**config.mk**
```make
export PLATFORM = sky130hd
export DESIGN_NAME = command_frame_builder_crc16
export DESIGN_NICKNAME = d
export VERILOG_FILES = /design/src/sv/cfb_pkg.sv /design/src/sv/command_frame_builder_crc16.sv /design/src/sv/cfb_crc_step.sv
export VERILOG_INCLUDE_DIRS = /design/src /design/src/sv
export SDC_FILE = /design/constraint.sdc
export NUM_CORES = 1
export LEC_CHECK = 0
export BUFFER_PORTS_ARGS = -buffer_cell sky130_fd_sc_hd__buf_2
export CAP_MARGIN = 5
export CORE_AREA = 2 2 141 143
export DETAILED_ROUTE_END_ITERATION = 8
export DIE_AREA = 0 0 143 145
export MAX_ROUTING_LAYER = met4
export PLACE_DENSITY = 0.54
export SLEW_MARGIN = 10
export SYNTH_ARGS = -nofsm -noshare
export SYNTH_HDL_FRONTEND = slang
export SYNTH_SLANG_ARGS = --single-unit
```
**constraint.sdc**
```tcl
create_clock -name clk -period 6.9 [get_ports clk]
set_input_delay 1.035 -clock clk [delete_from_list [all_inputs] [get_ports clk]]
set_output_delay 1.035 -clock clk [all_outputs]
set_load 0.02 [all_outputs]
```
**src/sv/command_frame_builder_crc16_defines.svh**
```systemverilog
// Assertion macros shared by the frame builder.
`ifndef COMMAND_FRAME_BUILDER_CRC16_DEFINES_SVH
`define COMMAND_FRAME_BUILDER_CRC16_DEFINES_SVH

// Same-cycle implication, checked on every rising clock edge out of reset.
`define CFB_ASSERT_NOW(label, ante, cons, msg) \
    label: assert property (@(posedge clk) disable iff (!rst_n) (ante) |-> (cons)) \
        else $error(msg);

// Next-cycle implication, checked on every rising clock edge out of reset.
`define CFB_ASSERT_NEXT(label, ante, cons, msg) \
    label: assert property (@(posedge clk) disable iff (!rst_n) (ante) |=> (cons)) \
        else $error(msg);

// Delayed implication, checked on every rising clock edge out of reset.
`define CFB_ASSERT_LATER2(label, ante, cons, msg) \
    label: assert property (@(posedge clk) disable iff (!rst_n) (ante) |-> ##2 (cons)) \
        else $error(msg);

`endif

```
**src/sv/cfb_pkg.sv**
```systemverilog
package cfb_pkg;

    // Frame layout.
    localparam int FRAME_LEN = 18;
    localparam int BODY_LEN  = 16;

    typedef logic [4:0] idx_t;
    typedef logic [7:0] byte_t;
    typedef logic [15:0] crc_t;

    localparam idx_t HDR_IDX     = 5'd0;
    localparam idx_t MODE_IDX    = 5'd7;
    localparam idx_t CMD_IDX     = 5'd8;
    localparam idx_t TAIL_IDX    = 5'd15;
    localparam idx_t CRC_HI_IDX  = 5'(BODY_LEN);
    localparam idx_t LAST_IDX    = 5'(FRAME_LEN - 1);

    localparam byte_t HDR_BYTE  = 8'h86;
    localparam byte_t TAIL_BYTE = 8'h01;
    localparam crc_t  CRC_POLY  = 16'h1201;

endpackage

```
**src/sv/command_frame_builder_crc16.sv**
```systemverilog
// Channel   | Signals                                  | Handshake
// ----------+------------------------------------------+---------------------------
// request   | mode_byte, command_byte                  | start && !busy at clk edge
// result    | frame_byte, byte_index, last_byte        | strobe, one cycle per byte
// config    | cfg_data (serial number)                 | cfg_write at clk edge
//
// Each request yields 18 result bytes on consecutive cycles: the request is
// registered in the byte counter, then each byte in the output registers.
// busy drops during the cycle that produces the last byte, so that frames
// follow without a gap. The CRC is built one byte per cycle as the body
// bytes go out. rst_n clears the serial number, the byte counter and the
// strobe. The receiver cannot stall.
module command_frame_builder_crc16
    import cfb_pkg::*;
(
    input  logic        clk,
    input  logic        rst_n,
    input  logic        start,
    output logic        busy,
    input  logic [7:0]  mode_byte,
    input  logic [7:0]  command_byte,
    input  logic        cfg_write,
    input  logic [47:0] cfg_data,
    output logic        strobe,
    output logic [7:0]  frame_byte,
    output logic [4:0]  byte_index,
    output logic        last_byte
);

`include "command_frame_builder_crc16_defines.svh"

    logic [47:0] serial_reg;
    logic [47:0] frame_serial_reg;
    byte_t       mode_reg;
    byte_t       cmd_reg;
    logic        active_reg;
    logic        active_next;
    idx_t        idx_reg;
    idx_t        idx_next;
    crc_t        crc_reg;
    crc_t        crc_next;
    crc_t        crc_step;
    byte_t       cur_byte;
    logic        accept;

    logic        strobe_reg;
    byte_t       out_byte_reg;
    idx_t        out_idx_reg;
    logic        out_last_reg;

    // Configuration register.
    always_ff @(posedge clk or negedge rst_n)
    begin
        if (!rst_n)
        begin
            serial_reg <= '0;
        end
        else if (cfg_write)
        begin
            serial_reg <= cfg_data;
        end
    end

    // A new request is taken while idle or once the frame in flight is on its last byte.
    assign busy   = active_reg && (idx_reg != LAST_IDX);
    assign accept = start && !busy;

    // Select the frame byte for the current position.
    always_comb
    begin
        case (idx_reg)
            HDR_IDX:    cur_byte = HDR_BYTE;
            5'd1:       cur_byte = frame_serial_reg[47:40];
            5'd2:       cur_byte = frame_serial_reg[39:32];
            5'd3:       cur_byte = frame_serial_reg[31:24];
            5'd4:       cur_byte = frame_serial_reg[23:16];
            5'd5:       cur_byte = frame_serial_reg[15:8];
            5'd6:       cur_byte = frame_serial_reg[7:0];
            MODE_IDX:   cur_byte = mode_reg;
            CMD_IDX:    cur_byte = cmd_reg;
            TAIL_IDX:   cur_byte = TAIL_BYTE;
            CRC_HI_IDX: cur_byte = crc_reg[15:8];
            LAST_IDX:   cur_byte = crc_reg[7:0];
            default:    cur_byte = 8'h00;
        endcase
    end

    cfb_crc_step u_crc_step
    (
        .crc_in  (crc_reg),
        .data    (cur_byte),
        .crc_out (crc_step)
    );

    // Counter and CRC control.
    always_comb
    begin
        active_next = active_reg;
        idx_next    = idx_reg;
        crc_next    = crc_reg;
        if (accept)
        begin
            active_next = 1'b1;
            idx_next    = '0;
            crc_next    = '0;
        end
        else if (active_reg)
        begin
            if (idx_reg == LAST_IDX)
            begin
                active_next = 1'b0;
            end
            idx_next = idx_reg + 5'd1;
            if (idx_reg < CRC_HI_IDX)
            begin
                crc_next = crc_step;
            end
        end
    end

    always_ff @(posedge clk or negedge rst_n)
    begin
        if (!rst_n)
        begin
            active_reg <= 1'b0;
            idx_reg    <= '0;
            strobe_reg <= 1'b0;
        end
        else
        begin
            active_reg <= active_next;
            idx_reg    <= idx_next;
            strobe_reg <= active_reg;
        end
    end

    // Request payload, running CRC and output byte registers; no reset needed.
    always_ff @(posedge clk)
    begin
        crc_reg <= crc_next;
        if (accept)
        begin
            mode_reg         <= mode_byte;
            cmd_reg          <= command_byte;
            frame_serial_reg <= serial_reg;
        end
        out_byte_reg <= cur_byte;
        out_idx_reg  <= idx_reg;
        out_last_reg <= (idx_reg == LAST_IDX);
    end

    assign strobe     = strobe_reg;
    assign frame_byte = out_byte_reg;
    assign byte_index = out_idx_reg;
    assign last_byte  = strobe_reg && out_last_reg;

    // Checks on the frame sequencing.
    `CFB_ASSERT_LATER2(a_first_byte, start && !busy, strobe && byte_index == HDR_IDX, "frame did not start with byte zero")
    `CFB_ASSERT_NEXT(a_contiguous, strobe && byte_index != LAST_IDX, strobe && byte_index == $past(byte_index) + 5'd1, "frame bytes not contiguous")
    `CFB_ASSERT_NOW(a_rise_at_head, $rose(strobe), byte_index == HDR_IDX, "result burst began mid-frame")

endmodule

```
**src/sv/cfb_crc_step.sv**
```systemverilog
// One byte of CRC-16 update, MSB first, no reflection.
module cfb_crc_step
    import cfb_pkg::*;
(
    input  crc_t  crc_in,
    input  byte_t data,
    output crc_t  crc_out
);

    // Eight bit steps on a 16-bit value: feed the data into the top byte
    // and shift out one bit at a time.
    always_comb
    begin
        crc_t acc;
        acc = crc_in ^ {data, 8'h00};
        for (int b = 0; b < 8; b++)
        begin
            if (acc[15])
            begin
                acc = {acc[14:0], 1'b0} ^ CRC_POLY;
            end
            else
            begin
                acc = {acc[14:0], 1'b0};
            end
        end
        crc_out = acc;
    end

endmodule
```
==> qor.yml <==
critical_path:
  crit_slowest_cell: "dfrtp_1"
  r2r_cells: 8
  crit_family: "flip-flops"
  worstPathMaxFanout: 22
  crit_path_end_kind: "primary output"
  path_depth: 5
  cp_cell_sequence: "nor2_1, nand2_1, o21ai_0, inv_1, buf_2"
  worstPathRequired_ns: 5.86
  slowest_delay_ns: 0.64
  critPathBufInv: 2
  worstSetupPathType: "flop to primary output"
  cp-start-kind: "flop"
  cp.arrival_ns: 2.32
final_layout:
  postLayoutCoreUtil: 0.377
  fillers: 1873
  area_growth_pct: 20.0
  nets: 566
  multi_input_area_mm2: 0.00198
  diodes: 0
  seq_area_mm2: 0.00390
  final_layout_size_suffix_gt1_frac: 0.368
hold_path:
  hold_depth: 0
  holdCritPathClass: "flop to flop"
synthesis:
  synth_edf_count: 64
  synth-compound-area-share: 0.0667
  async_reset_ff_frac: 0.369
  synth_area_per_cell_um2: 14.8
  synth_ff_type: "edfxtp_1"
  yosys.area_share.xor_xnor: 0.0481
  ys_seq_elements: 149
  yosys-top-cells-area: "edfxtp_1 32%, dfrtp_1 23%, dfxtp_1 9.9%"
  ys_types: 63
  synthCells: 407
  synth.top_cells.by_count: "64 x edfxtp_1, 55 x dfrtp_1, 52 x mux2_2, 30 x dfxtp_1, 20 x nor2_1"
  syn_nets: 480
  synth_top_family_by_area: "multiplexers"
  synth_area_mm2: 0.00604
  yosysWarningCount: 0
  synth_top_area_cell: "edfxtp_1"
  synth_most_common_cell: "edfxtp_1"
  synth_mux_area_frac: 0.125
  synth_adder_area_share: 0.0104
  synthSimpleGateAreaFrac: 0.0779
  yosysTopAreaCellShare: 0.318
  synth-seq-area-share: 0.646
clocking:
  clk_pin_slew_ns: 0.06
  cts_buffers: 17
  cts.sinks: 149
  hold_buffers: 0
  cts_tree: "built"
  clock_path_buffers: 2
  cts_resized: 0
  clk_latency_ns: 0.42
  cts-htree-levels: 4
  cts_root_buf: "clkbuf_16"
  postCtsSetupBuffers: 0
sta:
  tns_ns: 0
  fin_skew_ns: 0.00867
  tightest_slew_ns: 1.08
  slew_headroom: 0.278
  period_share: 0.486
  final-setup-viol-count: 0
  rsz0062_at_grt: "false"
  timing.final.crit_period_ns: 3.35
  max_freq_ghz: 0.298
  finalMaxSlewViolations: 0
  hold_violations: 0
floorplan:
  start_util: 0.314
  core_mm2: 0.0192
  die_h_um: 145
  dieWidth_um: 143
  rows: 51
  die-area_mm2: 0.0207
  io_pins: 84
global_routing:
  antenna_found_initial: 0
  grt_pass1_vias: 3725
  gr-total-overflow: 0
  track_usage: 0.143
  grt_max_degree: 86
  grt_pass1_wl_mm: 21.4
place:
  portBuffers: 83
  dp_hpwl_mm: 9.44
  routabilityCongestion: 0.919
routing:
  antenna_left: 0
  drt_iter0_drc: 196
  viasPerCell: 4.49
  wire_per_inst_um: 17.3
  drtPass1Iterations: 5
  vias: 3465
  drcViolationCount: 0
  wl_mm: 13.4
run:
  maxCapViolations: 0
pwr:
  leakagePower_uw: 0.00289
  power_density_mw_per_mm2: 489
  ir_drop_mv: 0.197
status:
  status: "completed"
[placed cells by master (no fill, tap or decap), drive strengths merged, types with 4 or more instances in the layout]
| cell | instances |
|---|---|
| a22oi | 5 |
| nor2 | 20 |
| nand3 | 5 |
| nand2b | 4 |
| a22o | 4 |
| a21oi | 12 |
| nor2b | 6 |
| xnor2 | 13 |
| buf | 86 |
| nand3b | 7 |
| xor2 | 8 |
| ha | 5 |
| a32oi | 5 |
| mux2i | 14 |
| mux2 | 54 |
| clkbuf | 24 |
| dfxtp | 30 |
| dfrtp | 55 |
| nand2 | 19 |
| clkinv | 6 |
| a211oi | 10 |
| edfxtp | 64 |
| inv | 7 |
[cell families after synthesis]
kind of cell	count (synthesis)
buf+inv	26
compound gates	53
simple gates	82
fa+ha+maj	5
mux	68
xor+xnor	24
flops	149
[per-stage QoR]
stage	worst slack [ns]	cell area (um2)	total power (uW)	hold slack, ns	cells
detailed placement	3.77	6680	2690	0.433	739
finish	3.55	7240	3540	0.446	771
global route	3.33	7240	3760	0.461	771
floorplan	3.06	6040	2400	0.376	407
CTS	3.51	7240	3590	0.447	771
global placement	3.85	6680	2660	0.432	739
[report_power, final]
part	leakage [uW]	switching [uW]	internal, uW
registers	0.00147	160	1120
logic	0.00114	688	683
clock network	0.000278	351	537
total	0.00289	1200	2340
[final timing paths]
path,startpoint,endpoint,slack [ns]
max in group asynchronous,rst_n,idx_reg[4],5.66
worst min-delay path,serial_reg[24],frame_serial_reg[24],0.45
min in group asynchronous,rst_n,serial_reg[2],0.75
worst min register to register,serial_reg[24],frame_serial_reg[24],0.45
worst max register to register,idx_reg[4],crc_reg[12],3.72
worst max-delay path,idx_reg[3],busy,3.55
[area by class of cell]
type / count / share of cell area
multi-input combinational: 232 / 0.273
clock buffer: 24 / 0.0682
inverter: 7 / 0.00363
timing repair buffer: 86 / 0.0604
clock inverter: 8 / 0.0104
sequential: 149 / 0.538
tap: 265 / 0.0458
[layer usage]
layer  track usage  up-vias  wire length (um)
met5             -        -                 0
met2         0.214       84              6200
met4        0.0579        0               321
li1              -     1666                 -
met1         0.184     1692              6250
met3        0.0373       23               582
Power figures use the tool's default switching activity.
